[src/hw/rtl/fnv_hash_duplicate_filter_unit_assert.svh]
// Assertion macros for the FNV duplicate filter.
// FHDF_ASSERT checks a property on every rising clock edge outside reset.
// FHDF_NEVER checks that a condition never holds outside reset.
`ifndef FNV_HASH_DUPLICATE_FILTER_UNIT_ASSERT_SVH
`define FNV_HASH_DUPLICATE_FILTER_UNIT_ASSERT_SVH
`ifndef SYNTHESIS
`define FHDF_ASSERT(lbl, clk, rst_n, prop) \
	lbl: assert property (@(posedge clk) disable iff (!rst_n) prop) \
	else $error("fnv filter assertion failed");
`define FHDF_NEVER(lbl, clk, rst_n, cond) \
	lbl: assert property (@(posedge clk) disable iff (!rst_n) !(cond)) \
	else $error("fnv filter condition must never hold");
`else
`define FHDF_ASSERT(lbl, clk, rst_n, prop)
`define FHDF_NEVER(lbl, clk, rst_n, cond)
`endif
`endif

[src/hw/rtl/fhdf_pkg.sv]
// ----------------------------------------------------------------------------
// fhdf_pkg
// Types, constants and the FNV-1a fold step shared by the duplicate filter.
// ----------------------------------------------------------------------------
`timescale 1ns / 1ps
`default_nettype none

package fhdf_pkg;

	localparam int HistDepth = 64;
	localparam int HistAddrW = (HistDepth > 1) ? $clog2(HistDepth) : 1;
	localparam int HistCntW  = $clog2(HistDepth + 1);
	localparam int HashW     = 64;

	localparam logic [HashW-1:0] FnvBasis = 64'hCBF2_9CE4_8422_2325;

	typedef struct packed {
		logic [7:0] id_byte;
		logic       last_byte;
		logic       keep_if_new;
	} in_t;

	typedef struct packed {
		logic             duplicate;
		logic [HashW-1:0] id_hash;
	} out_t;

	typedef enum logic [1:0] {
		ST_IDLE,
		ST_SCAN,
		ST_TAIL,
		ST_DECIDE
	} state_t;

	typedef struct packed {
		logic fold;
		logic finish;
		logic scan_rd;
		logic commit;
	} cmd_t;

	typedef struct packed {
		logic hist_empty;
		logic scan_last;
	} status_t;

	// xor the byte, then multiply by the prime 0x100000001B3 modulo 2^64 as shift-adds
	function automatic logic [HashW-1:0] fnv_fold(input logic [HashW-1:0] h,
		input logic [7:0] b);
		logic [HashW-1:0] x;
		x = h ^ {{(HashW-8){1'b0}}, b};
		return (x << 40) + (x << 8) + (x << 7) + (x << 5) + (x << 4) + (x << 1) + x;
	endfunction

endpackage

`default_nettype wire

[src/hw/rtl/fhdf_ram.sv]
// ----------------------------------------------------------------------------
// fhdf_ram
// Generic single-write, single-read RAM with registered read data.
// ----------------------------------------------------------------------------
`timescale 1ns / 1ps
`default_nettype none

module fhdf_ram #(
	parameter int Width = 64,
	parameter int Depth = 64,
	localparam int AddrW = (Depth > 1) ? $clog2(Depth) : 1
) (
	input  wire logic             clk,
	input  wire logic             we,
	input  wire logic [AddrW-1:0] waddr,
	input  wire logic [Width-1:0] wdata,
	input  wire logic             re,
	input  wire logic [AddrW-1:0] raddr,
	output logic      [Width-1:0] rdata
);

	logic [Width-1:0] mem_q [Depth];

	always_ff @(posedge clk) begin
		if (we) begin
			mem_q[waddr] <= wdata;
		end
		if (re) begin
			rdata <= mem_q[raddr];
		end
	end

endmodule

`default_nettype wire

[src/hw/rtl/fhdf_datapath.sv]
// ----------------------------------------------------------------------------
// fhdf_datapath
// Running hash, history RAM with fill count, scan compare and FIFO write slot.
// ----------------------------------------------------------------------------
`timescale 1ns / 1ps
`default_nettype none

module fhdf_datapath (
	input  wire logic              clk,
	input  wire logic              arst_n,
	input  wire fhdf_pkg::in_t     id_in,
	input  wire fhdf_pkg::cmd_t    cmd,
	output fhdf_pkg::status_t      status,
	output fhdf_pkg::out_t         result
);
	import fhdf_pkg::*;
	`include "fnv_hash_duplicate_filter_unit_assert.svh"

	logic [HashW-1:0]     running_q;
	logic [HashW-1:0]     hash_q;
	logic                 keep_q;
	logic                 match_q;
	logic                 rd_vld_q;
	logic [HistAddrW-1:0] idx_q;
	logic [HistAddrW-1:0] slot_q;
	logic [HistCntW-1:0]  fill_q;
	logic [HashW-1:0]     folded;
	logic [HashW-1:0]     rd_data;
	logic                 wr_en;

	assign folded = fnv_fold(running_q, id_in.id_byte);
	assign wr_en  = cmd.commit && !match_q && keep_q;

	always_ff @(posedge clk or negedge arst_n) begin
		if (!arst_n) begin
			running_q <= FnvBasis;
			match_q   <= 1'b0;
			rd_vld_q  <= 1'b0;
			idx_q     <= '0;
			slot_q    <= '0;
			fill_q    <= '0;
		end else begin
			rd_vld_q <= cmd.scan_rd;
			if (cmd.finish) begin
				running_q <= FnvBasis;
				match_q   <= 1'b0;
				idx_q     <= '0;
			end else if (cmd.fold) begin
				running_q <= folded;
			end
			if (cmd.scan_rd) begin
				idx_q <= idx_q + HistAddrW'(1);
			end
			if (rd_vld_q && rd_data == hash_q) begin
				match_q <= 1'b1;
			end
			// oldest slot is overwritten; fill count saturates at depth
			if (wr_en) begin
				slot_q <= (slot_q == HistAddrW'(HistDepth - 1)) ? '0
					: slot_q + HistAddrW'(1);
				if (fill_q != HistCntW'(HistDepth)) begin
					fill_q <= fill_q + HistCntW'(1);
				end
			end
		end
	end

	always_ff @(posedge clk) begin
		if (cmd.finish) begin
			hash_q <= folded | {{(HashW-1){1'b0}}, 1'b1};
			keep_q <= id_in.keep_if_new;
		end
	end

	fhdf_ram #(
		.Width(HashW),
		.Depth(HistDepth)
	) u_hist (
		.clk  (clk),
		.we   (wr_en),
		.waddr(slot_q),
		.wdata(hash_q),
		.re   (cmd.scan_rd),
		.raddr(idx_q),
		.rdata(rd_data)
	);

	assign status.hist_empty = (fill_q == '0);
	assign status.scan_last  = (HistCntW'(idx_q) + HistCntW'(1) == fill_q);

	assign result.duplicate = match_q;
	assign result.id_hash   = hash_q;

	`FHDF_NEVER(a_fill_range, clk, arst_n, fill_q > HistCntW'(HistDepth))
	`FHDF_ASSERT(a_hash_odd, clk, arst_n, cmd.commit |-> hash_q[0])
	`FHDF_ASSERT(a_write_fills, clk, arst_n, wr_en |=> fill_q != '0)

endmodule

`default_nettype wire

[src/hw/rtl/fhdf_ctrl.sv]
// ----------------------------------------------------------------------------
// fhdf_ctrl
// Sequencer: takes bytes, scans a non-empty history on a final byte, then reports.
// ----------------------------------------------------------------------------
`timescale 1ns / 1ps
`default_nettype none

module fhdf_ctrl (
	input  wire logic              clk,
	input  wire logic              arst_n,
	input  wire logic              start,
	input  wire logic              last_byte,
	input  wire fhdf_pkg::status_t status,
	output fhdf_pkg::cmd_t         cmd,
	output logic                   busy,
	output logic                   done
);
	import fhdf_pkg::*;
	`include "fnv_hash_duplicate_filter_unit_assert.svh"

	state_t state_q;
	state_t state_nxt;

	always_ff @(posedge clk or negedge arst_n) begin
		if (!arst_n) begin
			state_q <= ST_IDLE;
		end else begin
			state_q <= state_nxt;
		end
	end

	always_comb begin
		state_nxt = state_q;
		case (state_q)
			ST_IDLE: begin
				if (start && last_byte) begin
					state_nxt = status.hist_empty ? ST_DECIDE : ST_SCAN;
				end
			end
			ST_SCAN: begin
				if (status.scan_last) begin
					state_nxt = ST_TAIL;
				end
			end
			ST_TAIL:   state_nxt = ST_DECIDE;
			ST_DECIDE: state_nxt = ST_IDLE;
			default:   state_nxt = ST_IDLE;
		endcase
	end

	always_comb begin
		busy        = (state_q != ST_IDLE);
		cmd.fold    = start && (state_q == ST_IDLE);
		cmd.finish  = start && last_byte && (state_q == ST_IDLE);
		cmd.scan_rd = (state_q == ST_SCAN);
		cmd.commit  = (state_q == ST_DECIDE);
		done        = (state_q == ST_DECIDE);
	end

	`FHDF_ASSERT(a_done_frees, clk, arst_n, done |=> !busy)
	`FHDF_ASSERT(a_finish_busy, clk, arst_n, cmd.finish |=> busy)
	`FHDF_NEVER(a_read_on_commit, clk, arst_n, cmd.scan_rd && cmd.commit)

endmodule

`default_nettype wire

[src/hw/rtl/fnv_hash_duplicate_filter_unit.sv]
// ----------------------------------------------------------------------------
// fnv_hash_duplicate_filter_unit
// FNV-1a 64-bit identifier hash with a FIFO history duplicate check.
// ----------------------------------------------------------------------------
// A non-final byte is folded into the running hash and gives no result; busy stays low.
// A final byte holds busy through a scan of the N filled history slots (1 to 64),
// one slot read per cycle, then ST_TAIL and ST_DECIDE, or through ST_DECIDE alone while the history is empty.
// done pulses for one cycle with the result in ST_DECIDE, the last busy state.
// The receiver cannot stall. Reset empties the history (fill count to zero)
// and reloads the running hash with the offset basis at once.
`timescale 1ns / 1ps
`default_nettype none

module fnv_hash_duplicate_filter_unit (
	input  wire logic           clk,
	input  wire logic           arst_n,
	input  wire logic           start,
	input  wire fhdf_pkg::in_t  id_in,
	output logic                busy,
	output logic                done,
	output fhdf_pkg::out_t      result
);
	import fhdf_pkg::*;

	cmd_t    cmd;
	status_t status;

	fhdf_ctrl u_ctrl (
		.clk      (clk),
		.arst_n   (arst_n),
		.start    (start),
		.last_byte(id_in.last_byte),
		.status   (status),
		.cmd      (cmd),
		.busy     (busy),
		.done     (done)
	);

	fhdf_datapath u_dp (
		.clk   (clk),
		.arst_n(arst_n),
		.id_in (id_in),
		.cmd   (cmd),
		.status(status),
		.result(result)
	);

endmodule

`default_nettype wire

[config.mk]
export PLATFORM = sky130hd
export DESIGN_NAME = fnv_hash_duplicate_filter_unit
export DESIGN_NICKNAME = d
export VERILOG_FILES = /design/src/hw/rtl/fhdf_pkg.sv /design/src/hw/rtl/fhdf_ram.sv /design/src/hw/rtl/fhdf_datapath.sv /design/src/hw/rtl/fhdf_ctrl.sv /design/src/hw/rtl/fnv_hash_duplicate_filter_unit.sv
export VERILOG_INCLUDE_DIRS = /design/src /design/src/hw/rtl
export SDC_FILE = /design/constraint.sdc
export NUM_CORES = 2
export LEC_CHECK = 0
export ABC_AREA = 1
export BUFFER_PORTS_ARGS = -buffer_cell sky130_fd_sc_hd__clkbuf_2
export CELL_PAD_IN_SITES_DETAIL_PLACEMENT = 0
export CELL_PAD_IN_SITES_GLOBAL_PLACEMENT = 1
export CORE_ASPECT_RATIO = 1.1
export CORE_MARGIN = 4
export CORE_UTILIZATION = 47
export DETAILED_ROUTE_END_ITERATION = 6
export PLACE_DENSITY_LB_ADDON = 0.1
export RECOVER_POWER = 50
export SLEW_MARGIN = 30
export SYNTH_ARGS = -nofsm -noshare
export SYNTH_HDL_FRONTEND = slang
export SYNTH_SLANG_ARGS = --single-unit
[constraint.sdc]
create_clock -name clk -period 7.64 [get_ports clk]
set_input_delay 0.382 -clock clk [delete_from_list [all_inputs] [get_ports clk]]
set_output_delay 0.382 -clock clk [all_outputs]
set_load 0.005 [all_outputs]
# Yosys cells after proc, flatten, opt, wreduce, memory -nomap -nowiden

Memories as Yosys holds them, arrays and structs flattened. A register that Yosys moved wholly into a read port is not among the register bits.
Cells that the tools add are included.

Register bits: 215
Bits in writable memories: 4,032
Input bits: 13
Output and inout port bits: 67
Memories: 1

$add $sub $neg: 10
Eq/ne operators: 9
Multiplexer cells: 13
Bitwise operators: 1
Reductions and logical operators: 15

Memories:

| name              | depth | bits a word | rd ports | clocked after Yosys merged registers in | write ports | line           | RTL |
|---|---|---|---|---|---|---|---|
| u_dp.u_hist.mem_q | 64    | 63          | 1        | 1                                       | 1           | fhdf_ram.sv:22 | `logic [Width-1:0] mem_q [Depth];` |

Operators with widths:

| operator            | count |
|---|---|
| $add 64x64->64      | 6 |
| $mux 64             | 2 |
| $eq 64x64->1        | 1 |
| $xor 64x8->64       | 1 |
| $mux 6              | 3 |
| $add 6x1->6 const B | 2 |
| $pmux 2 s4          | 1 |
| $reduce_bool 2->1   | 4 |
| $add 6x1->7 const B | 1 |
| $add 7x1->7 const B | 1 |
| $eq 7x7->1          | 1 |
| $logic_not 7->1     | 1 |
| $ne 7x7->1 const B  | 1 |
| $eq 6x6->1 const B  | 1 |
| $logic_and 1x1->1   | 6 |
| $mux 2              | 3 |
| $eq 2x2->1 const B  | 2 |
| $mux 1              | 4 |
| $ne 2x2->1 const B  | 2 |
| $reduce_and 2->1    | 2 |
| $eq 2x1->1 const B  | 1 |
| $logic_not 2->1     | 1 |
| $logic_not 1->1     | 1 |

# Logic depth before layout (Yosys ltp)

Depth after elaboration: 9
Gate-level depth with buffers: 29

# Hierarchy

Synthesis repeated with hierarchy kept, for this count alone.

Cells, all modules: 15,908
Area total of the unflattened synthesis: 185,223.9 sq um

By module, submodules not included:

| module        | times used | cells each | area each (sq um) |
|---|---|---|---|
| fhdf_ram      | 1          | 13,405     | 165,946.7 |
| fhdf_datapath | 1          | 2,472      | 19,063.3 |
| fhdf_ctrl     | 1          | 31         | 214.0 |

# Worst setup path before layout

Ideal clock, no wire load.

Kind: flip-flop to flip-flop
Start point: register u_dp.slot_q[4]
End point: memory u_dp.u_hist.mem_q[63][0] in the netlist's numbering, enable pin
Setup time: 0.643 ns
Arrival: 7.097 ns
Slack: -0.100 ns
Stages on the path, launching flop included: 6
Buffers on the path: 1
Clock period less this slack: 7.740 ns
Path through: dfrtp_1 -> clkbuf_1 -> inv_1 -> nor3_1 -> clkinv_1 -> nor4_1

RTL lines:

| what                     | line                | RTL |
|---|---|---|
| start: declaration       | fhdf_datapath.sv:25 | `logic [HistAddrW-1:0] slot_q;` |
| start signal: assignment | fhdf_datapath.sv:59 | `slot_q <= (slot_q == HistAddrW'(HistDepth - 1)) ? '0` |
| end: declaration         | fhdf_ram.sv:22      |  |

No word-level cell before the write port.

==> impl_metrics.env <==
export IMPL_yosysTopAreaCell="edfxtp_1"
export IMPL_cap_violations=74
export IMPL_use_met1=0.439
export IMPL_gr_usage_met3=0.0497
export IMPL_cts_hold_buffers_added=8
export IMPL_first_global_vias=116943
export IMPL_r2r_start="u_dp.running_q[5]"
export IMPL_synth_compound_area_frac=0.0968
export IMPL_die_h_um=655
export IMPL_initial_core_util=0.472
export IMPL_grt_total_usage=0.322
export IMPL_outcome="complete, but fails checks"
export IMPL_final_core_util=0.526
export IMPL_r2r_slack_ns=1.20
export IMPL_crit_type="input pin to async pin"
export IMPL_ant_nets=0
export IMPL_rsz0062_at_grt="no"
export IMPL_grt_use_met2=0.520
export IMPL_wl_um=646000
export IMPL_synth_adder_area_share=0.0352
export IMPL_synth_warnings=0
export IMPL_worst_pin_slew_ns=4.57
export IMPL_place_congestion=0.949
export IMPL_cts_resized=0
export IMPL_first_pass_iters=7
export IMPL_yosysTopAreaCellShare=0.699
export IMPL_rr_endpoint="u_dp.running_q[36]"
export IMPL_yosys_register_bits=4246
export IMPL_setup_tns_ns=0
export IMPL_clkSinkCount=4246
export IMPL_r2r_cells=21
export IMPL_synthMuxAreaShare=0
export IMPL_grt_antenna_before_repair=30
export IMPL_via_per_inst=6.17
export IMPL_yosys_area_share_simple=0.115
export IMPL_crit_start="arst_n"
export IMPL_worstPathMaxFanout=54
export IMPL_fin_crit_ns=6.62
export IMPL_required_ns=7.04
export IMPL_setup_viol=0
export IMPL_crit_path_end_kind="async pin"
export IMPL_drt_initial_drc_count=15118
export IMPL_core_um2=379000
export IMPL_hold_violations=0
export IMPL_synth_area_um2=179000
export IMPL_final_common_cell="edfxtp_1"
export IMPL_endpoint="u_dp.idx_q[1]"
export IMPL_clk_latency_ns=1.06
export IMPL_start_kind="input pin"
export IMPL_wire_per_inst_um=32.4
export IMPL_drive_gt1_frac=0.0657
export IMPL_layout_common_cells="4159 x edfxtp_1, 2166 x nor2_1, 2060 x o21ai_0"
export IMPL_netlist_instances=14608
export IMPL_post_cts_buffers=0
export IMPL_synth_top_family_by_area="simple AND/OR/NAND/NOR gates"
export IMPL_nNetsFinal=14899
export IMPL_fmax_mhz=151
export IMPL_crit_arrival_ns=6.03
export IMPL_grt_pass1_wl_um=894000
export IMPL_hpwl_um=334000
export IMPL_violations="design-rule violations, max-capacitance violations, max-slew violations"
export IMPL_vias=122971
export IMPL_cts_tree="done"
export IMPL_htreeDepth=5
export IMPL_fp_row_count=237
export IMPL_dieArea_um2=390000
export IMPL_io_pins=80
export IMPL_ys_types=40
export IMPL_portBuffers=78
export IMPL_finalClockSkew_ns=0.0695
export IMPL_maxSlewViolCount=4362
export IMPL_grt_overflow=0
export IMPL_cts_clk_slew_worst_paths_ns=0.07
export IMPL_slew_headroom=-2.04
export IMPL_avgSynthCellArea_um2=12.2
export IMPL_yosysSeqAreaShare=0.711
export IMPL_clock_path_buffers=4
export IMPL_synth_xor_area_frac=0.00441
export IMPL_numCtsBuffers=437
export IMPL_syn_nets=14979
export IMPL_die_w_um=596
export IMPL_post_route_period_util=0.867
export IMPL_grt_busiest_layer="met2"
export IMPL_cts_root_buf="clkbuf_16"
export IMPL_grt_max_degree=184
export IMPL_ys_top_cells_by_area="edfxtp_1 70%, o21ai_0 5.8%, nor2_1 4.7%, o22ai_1 3.6%, nand2_1 3.6%"
export IMPL_drcViolationCount=1
export IMPL_areaGrowthSynthToFinish_pct=11.5
export IMPL_min_path_type="input pin to flop"
[kinds of logic (layout without fill, tap and decap cells)]
family | Yosys count | in the layout
AND/OR/NAND/NOR | 5048 | 5048
flip-flops | 4246 | 4246
AO/OA/AOI/OAI | 3177 | 3177
buffers and inverters | 1688 | 1970
adder cells (fa/ha/maj) | 358 | 358
XOR/XNOR | 90 | 90
other | 1 | 9
[registers in the layout, indices dropped and copies added (netlist names)]
| signal | flops |
|---|---|
| u_ctrl.state_q | 2 |
| u_dp.fill_q | 7 |
| u_dp.hash_q | 63 |
| u_dp.idx_q | 6 |
| u_dp.keep_q | 1 |
| u_dp.match_q | 1 |
| u_dp.rd_vld_q | 1 |
| u_dp.running_q | 64 |
| u_dp.slot_q | 6 |
| u_dp.u_hist.mem_q | 4032 |
| u_dp.u_hist.rdata | 63 |
[through the flow]
stage	std cells	worst slack [ns]	cell area, um2	hold slack (ns)
finish	19917	1.02	199000	0.113
global route	19910	0.530	199000	0.131
CTS	19909	1.16	200000	0.0721
detailed placement	19100	1.21	186000	0.470
global placement	19093	1.15	185000	0.474
floorplan	14608	0.00397	179000	0.0864
[metal layers]
layer	part of all wire	vias to the layer above
met5	0.000022	-
met4	0.048	2
met3	0.087	1232
met2	0.47	6200
met1	0.40	63308
li1	-	52229
[area by class of cell]
cell class / count / area [um2]
repair buffers: 383 / 3540
flip-flops and latches: 4246 / 127000
multi-input cells: 8674 / 45400
inverters: 786 / 3000
well taps: 5019 / 6280
diodes: 8 / 20.0
fillers: 32277 / 179000
clock buffers: 549 / 11500
clock inverters: 252 / 2460
[synthesized netlist by cell type]
master / n
dfstp_2: 28
and2_1: 73
a22oi_1: 1
a221oi_1: 3
nand3_1: 992
o22ai_1: 1042
ha_1: 117
xnor2_1: 46
o21ai_0: 2060
o2111ai_1: 3
nor3_1: 21
nor2_1: 2219
a22o_1: 6
xor2_1: 44
buf_1: 52
buf_6: 2
clkbuf_1: 640
nand4_1: 25
a21oi_1: 49
nand2_1: 1698
inv_1: 783
buf_4: 18
fa_1: 241
and3_1: 1
a21boi_0: 1
nand3b_1: 5
buf_2: 190
a21o_1: 1
a211oi_1: 2
clkinv_1: 1
o21bai_1: 6
dfrtp_1: 59
inv_2: 2
conb_1: 1
nor4_1: 6
edfxtp_1: 4159
o22a_1: 2
o21ai_1: 1
or2_2: 7
nor3b_1: 1
[how the worst min path moves through the flow]
stage / from / end / slack (ns) / cells after the start
after floorplan: arst_n / u_ctrl.state_q[0] / 0.09 / 0
after global placement: arst_n / u_dp.running_q[32] / 0.47 / 1
after detailed placement: u_dp.running_q[46] / u_dp.running_q[46] / 0.47 / 2
after CTS: id_in[3] / u_dp.hash_q[1] / 0.07 / 4
after global routing: id_in[3] / u_dp.hash_q[1] / 0.13 / 4
final: id_in[3] / u_dp.hash_q[1] / 0.11 / 4
[critical path, cell delays in order]
cell	delay [ns]
dlygate4sd3_1	0.52
dlygate4sd3_1	0.54
clkbuf_1	1.22
clkbuf_1	3.28
Power is left out: the tool's default activity adds up to more than one toggle a clock period on the data nets, which glitch-free logic cannot reach.
